===== config.mk =====
export PLATFORM = sky130hd
export DESIGN_NAME = lrms_divider
export DESIGN_NICKNAME = d
export VERILOG_FILES = /design/src/rtl/core/lrms_pkg.sv /design/src/rtl/core/lrms_divider.sv
export SDC_FILE = /design/constraint.sdc
export NUM_CORES = 1
export LEC_CHECK = 0
export ABC_AREA = 1
export BUFFER_PORTS_ARGS = -buffer_cell sky130_fd_sc_hd__buf_4
export CORE_MARGIN = 2
export CORE_UTILIZATION = 51
export CTS_BUF_LIST = sky130_fd_sc_hd__clkbuf_4
export CTS_CLUSTER_DIAMETER = 30
export CTS_CLUSTER_SIZE = 16
export DETAILED_ROUTE_END_ITERATION = 7
export PLACE_DENSITY = 0.9
export SLEW_MARGIN = 20
export SYNTH_ARGS = -nofsm -noshare
export SYNTH_HDL_FRONTEND = slang
export SYNTH_SLANG_ARGS = --single-unit

===== constraint.sdc =====
create_clock -name clk_i -period 2.3 [get_ports clk_i]
set_input_delay 0.46 -clock clk_i [delete_from_list [all_inputs] [get_ports clk_i]]
set_output_delay 0.46 -clock clk_i [all_outputs]
set_load 0.005 [all_outputs]

===== src/rtl/core/lrms_pkg.sv =====
// lrms_pkg: shared types and constants of the laplace residual mean square block
// used by every module under rtl/core, depends on nothing
`default_nettype none

package lrms_pkg;

  localparam int unsigned DefMaxRowCells = 1024;
  localparam int unsigned DataW = 32;
  localparam int unsigned SumW = 64;
  localparam int unsigned OutW = 48;
  localparam int unsigned CfgIdxW = 2;

  localparam logic [10:0] GridWidthRst = 11'd3;
  localparam logic [15:0] GridHeightRst = 16'd3;
  localparam logic [31:0] InvSqRst = 32'd65536;

  typedef enum logic [CfgIdxW-1:0] {
    CfgGridWidth = 2'd0,
    CfgGridHeight = 2'd1,
    CfgInvDxSquared = 2'd2,
    CfgInvDySquared = 2'd3
  } cfg_reg_e;

  typedef struct packed {
    logic            sat;
    logic [SumW-1:0] sq;
  } sq_res_t;

endpackage

`default_nettype wire


===== src/rtl/core/lrms_divider.sv =====
// lrms_divider: restoring divider, one quotient bit per cycle, for the mean
// depends on lrms_pkg
`default_nettype none

module lrms_divider #(
  parameter int unsigned DivW = 29
) (
  input  wire logic                      clk_i,
  input  wire logic                      rst_ni,
  input  wire logic                      start_i,
  input  wire logic [lrms_pkg::SumW-1:0] dividend_i,
  input  wire logic [DivW-1:0]           divisor_i,
  output logic                           done_o,
  output logic [lrms_pkg::SumW-1:0]      quot_o
);

  localparam int unsigned CntW = $clog2(lrms_pkg::SumW);

  logic                      busy_q;
  logic                      done_q;
  logic [CntW-1:0]           cnt_q;
  logic [DivW-1:0]           div_q;
  logic [DivW-1:0]           rem_q;
  logic [lrms_pkg::SumW-1:0] quot_q;
  logic [DivW:0]             shifted;
  logic                      fits;

  assign shifted = {rem_q, quot_q[lrms_pkg::SumW-1]};
  assign fits = shifted >= {1'b0, div_q};

  always_ff @(posedge clk_i or negedge rst_ni) begin
    if (!rst_ni) begin
      busy_q <= 1'b0;
      done_q <= 1'b0;
      cnt_q <= '0;
    end else begin
      done_q <= !start_i && busy_q && (cnt_q == CntW'(lrms_pkg::SumW - 1));
      if (start_i) begin
        busy_q <= 1'b1;
        cnt_q <= '0;
      end else if (busy_q) begin
        cnt_q <= cnt_q + CntW'(1);
        if (cnt_q == CntW'(lrms_pkg::SumW - 1)) begin
          busy_q <= 1'b0;
        end
      end
    end
  end

  always_ff @(posedge clk_i) begin
    if (start_i) begin
      div_q <= divisor_i;
      rem_q <= '0;
      quot_q <= dividend_i;
    end else if (busy_q) begin
      rem_q <= fits ? DivW'(shifted - {1'b0, div_q}) : DivW'(shifted);
      quot_q <= {quot_q[lrms_pkg::SumW-2:0], fits};
    end
  end

  assign done_o = done_q;
  assign quot_o = quot_q;

endmodule

`default_nettype wire


-- After elaboration in Yosys (flattened, before gate mapping)
Cells that the tools add are included.
- word-level logic and storage cells: 22
- register bits: 130
- output and inout bits: 65
- input port bits: 96
- reductions and logical operators: 4
- $add $sub $neg: 2
- magnitude comparators: 1
- multiplexer cells: 8
- equal/unequal tests: 1
- operators by type and width (kind ; number):
    $mux 64 ; 2
    $ge 30x29->1 ; 1
    $mux 29 ; 1
    $sub 29x29->29 ; 1
    $mux 6 ; 2
    $add 6x1->6 const B ; 1
    $eq 6x6->1 const B ; 1
    $mux 1 ; 3
    $logic_and 1x1->1 ; 2
    $reduce_bool 2->1 ; 1
    $logic_not 1->1 ; 1

-- Logic depth before layout (Yosys ltp)
Gate-level depths: netlist of run 1.
- depth after elaboration: 4
- mapped depth: 15
- mapped depth without buffers: 14

-- Worst setup path before layout of run 1
Ideal clock, no wire load.
- kind: input to register
- from: in start_i
- to: reg quot_q, in the netlist quot_o[0], enable pin
- data arrival time: 1.994 ns
- stages: 3
- buffers on the path: 1
- library setup time: 0.418 ns
- data required time: 1.882 ns
- slack: -0.112 ns
- cell sequence: nor2_1 clkbuf_1 inv_1
- longest elaborated chain between the ends: 1
- RTL lines (element ; RTL line ; source):
    start: declaration ; lrms_divider.sv:10 ; input wire logic start_i,
    $reduce_bool 2->1 (no source line) ; n/a ;
    end signal: assignment ; lrms_divider.sv:54 ; quot_q <= dividend_i;
    end signal: assignment ; lrms_divider.sv:57 ; quot_q <= {quot_q[lrms_pkg::SumW-2:0], fits};
    end: declaration ; lrms_divider.sv:24 ; logic [lrms_pkg::SumW-1:0] quot_q;
No other way between the ends.
A chain may end at the register's enable or synchronous reset.

-- Worst setup path after layout of run 1
- from: reg quot_q, in the netlist quot_o[63]
- to: reg rem_q[23]
- longest elaborated chain between the ends: 2
- elaborated cells on any way between the ends: 3
- classes of those cells: 1 x add/sub; 1 x order compare; 1 x mux
- RTL lines (element ; RTL line ; source):
    $sub 29x29->29 / $ge 30x29->1 (equally long branches) ; lrms_divider.sv:56, lrms_divider.sv:29 ;
    $mux 29 * ; lrms_divider.sv:56 ; rem_q <= fits ? DivW'(shifted - {1'b0, div_q}) : DivW'(shifted);
    end signal: assignment ; lrms_divider.sv:56 ;
    end: declaration ; lrms_divider.sv:23 ; logic [DivW-1:0] rem_q;
Every way passes the cells marked *; elsewhere a longest branch is shown, timed or not.

==> reports/results.ini, run 1 <==
[yosys]
synthTopCellsByArea = edfxtp_1, nand2_1, dfxtp_1
synth-seq-cells = 130
synth_cell_types = 37
syn_area_mm2 = 0.00748
synth_top_area_cell = edfxtp_1
yosys_warnings = 0
syn_nets = 1141
synthCells = 1014
yosysSeqAreaShare = 0.478
netlist.area_leader.share = 0.373
avgSynthCellArea_um2 = 7.38

[setup_path]
crit_arrival_ns = 2.74
crit_required_ns = 2.77
worstSetupPathType = register to register
r2r_start = quot_o[63]
start_kind = register
ff2ff_setup_slack_ns = 0.03
end_kind = register
reg2reg_depth = 14
rr_endpoint = rem_q[23]
worstPathMaxFanout = 11

[grt]
globalRouteOverflowTotal = 0
grt_use_total = 0.245
grt_pass1_vias = 6768
antenna_found_initial = 1
grt_pass1_wl_mm = 31.0
grt_start_max_net_pins = 69

[clock_tree]
clkLatencyLatePin_ns = 0.57
cts_buffers = 17
cts_tree = done
clockBufferDepth = 2
cts.clk_slew.worst_paths_ns = 0.14
clock-root-buffer = clkbuf_4
cts-htree-levels = 4
clock-sinks = 130

[sta]
timing.hold.ws_ns = 0.0531
fmax_ghz = 0.440
fin_crit_sh = 0.988
relSlewSlack = 0.661
fin_crit_ns = 2.27
setup_viol = 0
hold_violations = 0
worst_pin_slew_ns = 0.504
skew_ns = 0.0294
maxSlewViolCount = 0

[floorplanning]
core_mm2 = 0.0144
die_y_um = 125
fp-row-count = 44
die_w_um = 125
fp.dieArea_mm2 = 0.0157
pin_count = 161
start_util = 0.519

[place]
place_congestion = 1.05
postPlaceCellArea_mm2 = 0.00893
dp.final_hpwl_mm = 14.1
io_buffers = 160

[pwr]
power_mw = 5.40
leakage_nw = 4.90
power_density_mw_per_mm2 = 555
peakVddDrop_v = 0.000503

[job]
max-cap-violations = 0

[layout]
fin_area_mm2 = 0.00973
drive_above_1_share = 0.232
area_growth_pct = 30.0
fin_nets = 1318

[min_path]
hold_end = div_q[21]
min_path_cells = 1
min-delay-start = divisor_i[21]
hp-class = input pin to register

[detailed_routing]
drc = 0
vias = 7095
postRouteAntennaNets = 0
drtPass1Iterations = 6
first_iter_violations = 482
finalWirelength_mm = 20.6
wl_per_cell_um = 14.8
vias_per_cell = 5.11

[outcome]
outcome = finished clean

logic make-up after synthesis:
family | count (synthesis) | synth area share
simple gates | 640 | 0.339
buf+inv | 155 | 0.0828
flops | 130 | 0.478
compound gates | 46 | 0.0338
fa+ha+maj | 31 | 0.0529
xor+xnor | 12 | 0.0140
cells in the final DEF (no fill, tap or decap), types with 8 or more instances in the layout:
cell type    n
nand2_1    450
buf_4      173
inv_1      123
edfxtp_1    93
nor2_1      91
nand3_1     41
dfxtp_1     29
clkbuf_4    17
a21oi_1     16
ha_4        14
nand2_2     13
o21ai_1     12
ha_1        12
nor2_2      11
nand4_1     11
xnor2_1     11
dfrtp_1      8
worst max path at each step:
stage | endpoint | cells after the start | from | slack [ns]
after floorplan | quot_o[0] | 3 | start_i | 0.03
after global placement | rem_q[28] | 13 | quot_o[63] | 0.19
after detailed placement | rem_q[25] | 14 | quot_o[63] | 0.12
after CTS | rem_q[24] | 14 | quot_o[63] | 0.07
after global routing | rem_q[0] | 14 | quot_o[63] | -0.10
final | rem_q[23] | 14 | quot_o[63] | 0.03
power breakdown:
group	internal, mW	switching, mW
sequential	2.68	0.0868
combinational	0.420	0.424
clock	0.787	0.997
per-stage QoR:
stage,std cells,setup WS (ns),setup TNS [ns],util
finish,1389,0.0280,0,0.674
global route,1389,-0.100,-2.10,0.674
CTS,1380,0.0684,0,0.642
detailed placement,1347,0.123,0,0.619
global placement,1347,0.192,0,0.619
floorplan,1014,0.0277,0,-
timing repair:
action | in CTS | in global routing
hold buffers | 1 | 0
endpoints found under the setup margin | 0 | 30
gates resized for setup | 0 | 67
endpoints found under the hold margin | 8 | 0
setup buffers | 0 | 3
worst max-delay path, cell delays in order (launching register included):
cell and delay (ns):
edfxtp_1 0.43, inv_2 0.07, ha_4 0.17, fa_2 0.36
inv_1 0.07, nand3_1 0.10, nand3_2 0.08, nand2_1 0.08
nand2_2 0.10, nand2_2 0.06, nand3_4 0.21, clkbuf_16 0.22
nand3_1 0.10, nand2_1 0.07, nand2_1 0.04
registers in the layout, summed over array words and instances, names as in the netlist:
| signal | flops |
|---|---|
| div_q | 29 |
| cnt_q | 6 |
| rem_q | 29 |
| quot_o | 64 |
| busy_q | 1 |
| done_o | 1 |
cell usage after synthesis:
master	number
nand2_1	466
inv_1	125
nor2_1	99
edfxtp_1	93
nand3_1	42
ha_1	30
dfxtp_1	29
a21oi_1	20
clkbuf_1	18
o21ai_1	12
nand4_1	11
xnor2_1	11
dfrtp_1	8
nor3_1	6
o21ai_0	6
nor2_2	5
buf_4	3
inv_2	3
or2_2	3
a31oi_1	2
and2_1	2
buf_6	2
clkinv_1	2
nand2_2	2
o21bai_1	2
a21o_1	1
a22o_1	1
a32o_1	1
a41oi_1	1
buf_1	1
buf_8	1
fa_1	1
nand3_2	1
nand3b_1	1
nor4_1	1
or2_1	1
xor2_1	1
routing by layer:
layer | wire (um) | vias up | GRT usage
met1 | 8010 | 3224 | 0.288
li1 | - | 3522 | -
met3 | 1730 | 51 | 0.0706
met5 | 0 | - | 0
met2 | 10200 | 298 | 0.423
met4 | 660 | 0 | 0.0974
layout make-up:
| cell class | instances | area (um^2) |
|---|---|---|
| Antenna cell | 1 | 2.50 |
| Clock buffer | 17 | 128 |
| Multi-Input combinational cell | 729 | 3610 |
| Fill cell | 1139 | 4700 |
| Inverter | 130 | 492 |
| Sequential cell | 130 | 3570 |
| Timing Repair Buffer | 183 | 1500 |
| Tap cell | 184 | 230 |
| Clock inverter | 15 | 195 |
No activity file was read; power rests on OpenSTA's default activity.
==> run 2: changes to the inputs <==
--- a/config.mk
+++ b/config.mk
@@ -5,7 +5,7 @@
 export SDC_FILE = /design/constraint.sdc
 export NUM_CORES = 1
 export LEC_CHECK = 0
-export ABC_AREA = 1
+export ABC_AREA = 0
 export BUFFER_PORTS_ARGS = -buffer_cell sky130_fd_sc_hd__buf_4
 export CORE_MARGIN = 2
 export CORE_UTILIZATION = 51
@@ -13,7 +13,7 @@
 export CTS_CLUSTER_DIAMETER = 30
 export CTS_CLUSTER_SIZE = 16
 export DETAILED_ROUTE_END_ITERATION = 7
-export PLACE_DENSITY = 0.9
+export PLACE_DENSITY = 0.91
 export SLEW_MARGIN = 20
 export SYNTH_ARGS = -nofsm -noshare
 export SYNTH_HDL_FRONTEND = slang
==> constraint.sdc (replaced) <==
create_clock -name clk_i -period 2.3 [get_ports clk_i]
set_input_delay 0.46 -clock clk_i [delete_from_list [all_inputs] [get_ports clk_i]]
set_output_delay 0.46 -clock clk_i [all_outputs]
set_load 0.01 [all_outputs]
==> reports/results.ini, run 2 <==
[pwr]
peakVddDrop_v = 0.000820  ; was 0.000503 V
leakage_nw = 4.48  ; was 4.90 nW
power_density_mw_per_mm2 = 544  ; was 555 mW/mm^2

[yosys]
synthArstFlopShare = 0.0615  ; unchanged
synthCells = 610  ; was 1014
yosysSeqAreaShare = 0.522  ; was 0.478
synth_cell_types = 61  ; was 37
yosys_warnings = 0  ; unchanged
syn_nets = 737  ; was 1141
syn_area_mm2 = 0.00685  ; was 0.00748 mm^2
synth_top_area_cell = edfxtp_1  ; unchanged
netlist.area_leader.share = 0.408  ; was 0.373
synth_common_cells = edfxtp_1, nand2_1, mux2_2  ; was nand2_1, inv_1, nor2_1
synth_edf_count = 93  ; unchanged
synth-seq-cells = 130  ; unchanged
synthTopCellsByArea = edfxtp_1, mux2_2, dfxtp_1  ; was edfxtp_1, nand2_1, dfxtp_1
synth.most_common_cell = edfxtp_1  ; was nand2_1
synth_top_flop_cell = edfxtp_1  ; unchanged
avgSynthCellArea_um2 = 11.2  ; was 7.38 um^2

[setup_path]
start_kind = register  ; unchanged
crit_path_start = quot_o[63]  ; unchanged
end_kind = register  ; unchanged
rr_endpoint = rem_q[15]  ; was rem_q[23]
reg2reg_depth = 12  ; was 14
worstSetupPathType = register to register  ; unchanged
crit_required_ns = 2.78  ; was 2.77 ns
ff2ff_setup_slack_ns = -0.58  ; was 0.03 ns
worstPathMaxFanout = 5  ; was 11
crit_arrival_ns = 3.36  ; was 2.74 ns
r2r_start = quot_o[63]  ; unchanged
endpoint = rem_q[15]  ; was rem_q[23]

[sta]
worst_pin_slew_ns = 0.716  ; was 0.504 ns
fin_ws_ns = -0.578  ; was 0.0280 ns
setup_viol = 30  ; was 0
maxSlewViolCount = 0  ; unchanged
fin_crit_sh = 1.25  ; was 0.988
relSlewSlack = 0.522  ; was 0.661
rsz0062_at_grt = true
fin_crit_ns = 2.88  ; was 2.27 ns
fmax_ghz = 0.347  ; was 0.440 GHz
skew_ns = 0.0279  ; was 0.0294 ns
setup_tns_ns = -14.61  ; was 0 ns
hold_violations = 0  ; unchanged

[clock_tree]
cts.clk_slew.worst_paths_ns = 0.13  ; was 0.14 ns
clockBufferDepth = 2  ; unchanged
cts_buffers = 17  ; unchanged
clkLatencyLatePin_ns = 0.58  ; was 0.57 ns
cts-htree-levels = 4  ; unchanged
clock-root-buffer = clkbuf_4  ; unchanged
clock-sinks = 130  ; unchanged
cts_tree = done  ; unchanged

[detailed_routing]
dr_wl_met3_mm = 1.70  ; was 1.73 mm
drtPass1Iterations = 5  ; was 6
postRouteAntennaNets = 0  ; unchanged
vias = 6115  ; was 7095
finalWirelength_mm = 20.3  ; was 20.6 mm
wl_per_cell_um = 18.5  ; was 14.8 um
wl_met1_mm = 7.64  ; was 8.01 mm
first_iter_violations = 496  ; was 482
vias_per_cell = 5.59  ; was 5.11
wl_met2_mm = 10.5  ; was 10.2 mm
drc = 0  ; unchanged
top_layer_used = met4  ; unchanged

[outcome]
violations = setup timing
outcome = finished with violations  ; was finished clean

[layout]
largest_reg_flops = 64  ; unchanged
fin_cells = 1094  ; was 1389
fin_area_mm2 = 0.00991  ; was 0.00973 mm^2
drive_above_1_share = 0.509  ; was 0.232
nFillCells = 803  ; was 1139
layout_commonest_cell = buf_4  ; was nand2_1
final_cell_mix = buf_4, edfxtp_1, mux2_2  ; was nand2_1, buf_4, inv_1
final_util = 0.752  ; was 0.674
fin_nets = 1031  ; was 1318
area_growth_pct = 44.8  ; was 30.0%

[grt]
antenna_found_initial = 1  ; unchanged
grt_use_total = 0.276  ; was 0.245
grt_start_max_net_pins = 63  ; was 69
globalRouteOverflowTotal = 0  ; unchanged
grt_pass1_wl_mm = 30.6  ; was 31.0 mm
grt_pass1_vias = 6130  ; was 6768

[place]
io_buffers = 160  ; unchanged
postPlaceCellArea_mm2 = 0.00909  ; was 0.00893 mm^2
dp_cells = 1040  ; was 1347
place_congestion = 0.940  ; was 1.05
dp.final_hpwl_mm = 13.4  ; was 14.1 mm

[floorplanning]
core_mm2 = 0.0132  ; was 0.0144 mm^2
start_util = 0.519  ; about the same
fp-row-count = 42  ; was 44
die_y_um = 120  ; was 125 um
pin_count = 161  ; unchanged
die_w_um = 120  ; was 125 um
fp.dieArea_mm2 = 0.0144  ; was 0.0157 mm^2

[job]
max-cap-violations = 0  ; unchanged

[min_path]
hp-class = input pin to register  ; unchanged

==> run 2: cell count changes after synthesis, sizes merged, moves of 6 or more <==
| cell | change |
|---|---|
| a21o | +13 |
| mux2 | +64 |
| o21ai | +7 |
| nand2 | -400 |
| nand3 | -32 |
| xnor2 | +7 |
| a311oi | +25 |
| inv | -92 |
| nor2 | -53 |
| xor2 | +6 |
| a21oi | +12 |
==> run 2: cells by family (layout without fill, tap and decap cells) <==
family          after synthesis  in the layout  synth area share
fa+ha+maj                    31             31            0.0577
mux                          65             65             0.107
simple gates                172            172             0.116
xor+xnor                     25             25            0.0320
buf+inv                      62            369            0.0362
compound gates              125            125             0.129
flops                       130            130             0.522
other cells                   0              1                 0
==> run 2: worst min path at each step <==
stage / depth (start not counted) / end / slack [ns] / startpoint
2_1_floorplan: 0 / busy_q / 0.16 / rst_ni
3_3_place_gp: 1 / done_o / 0.28 / rst_ni
3_5_place_dp: 1 / done_o / 0.28 / rst_ni
4_1_cts: 1 / div_q[7] / 0.02 / divisor_i[7]
5_1_grt: 1 / div_q[7] / 0.008 / divisor_i[7]
6_report: 1 / div_q[7] / 0.05 / divisor_i[7]
==> run 2: cell type report <==
class / count / area (um^2) / area share
multi-input combinational: 418 / 3300 / 0.333
clock buffer: 18 / 135 / 0.0136
antenna: 1 / 2.50 / 0.000252
inverter: 36 / 135 / 0.0136
timing repair buffer: 301 / 2390 / 0.241
clock inverter: 14 / 153 / 0.0154
tap: 176 / 220 / 0.0222
sequential: 130 / 3570 / 0.361
==> run 2: where the power goes <==
group	total (mW)	switching, mW	internal, mW
logic	0.969	0.429	0.540
clock network	1.63	0.960	0.667
registers	2.80	0.0980	2.70
total	5.40	1.49	3.91
==> run 2: metal layers <==
layer	track usage	up-vias
met5	0	-
met4	0.0838	0
li1	-	2842
met3	0.0941	38
met1	0.307	2950
met2	0.498	285
==> run 2: critical path, stage by stage (launching register included) <==
cell and delay [ns]:
edfxtp_1 0.37, inv_1 0.06, ha_2 0.20, fa_2 0.37, nor2b_4 0.13, o31a_1 0.25, o31ai_4 0.09, a21oi_2 0.19
o21ai_2 0.13, nand3_2 0.12, nand2_4 0.10, or4_4 0.55, a311oi_2 0.24
==> run 2: through the flow <==
step / setup slack, ns / total power [mW] / hold slack (ns)
CTS: -0.442 / 5.37 / 0.0228
finish: -0.578 / 5.40 / 0.0531
global route: -0.672 / 5.58 / 0.00785
floorplan: -0.378 / 3.23 / 0.164
detailed placement: -0.548 / 3.75 / 0.285
global placement: -0.342 / 3.72 / 0.283
==> run 2: timing repair <==
action	in CTS	in global routing
endpoints found under the setup margin	30	30
hold buffers	1	0
resized for setup	39	42
gates cloned	2	1
buffers inserted	9	8
endpoints found under the hold margin	8	0
pin swaps	8	15
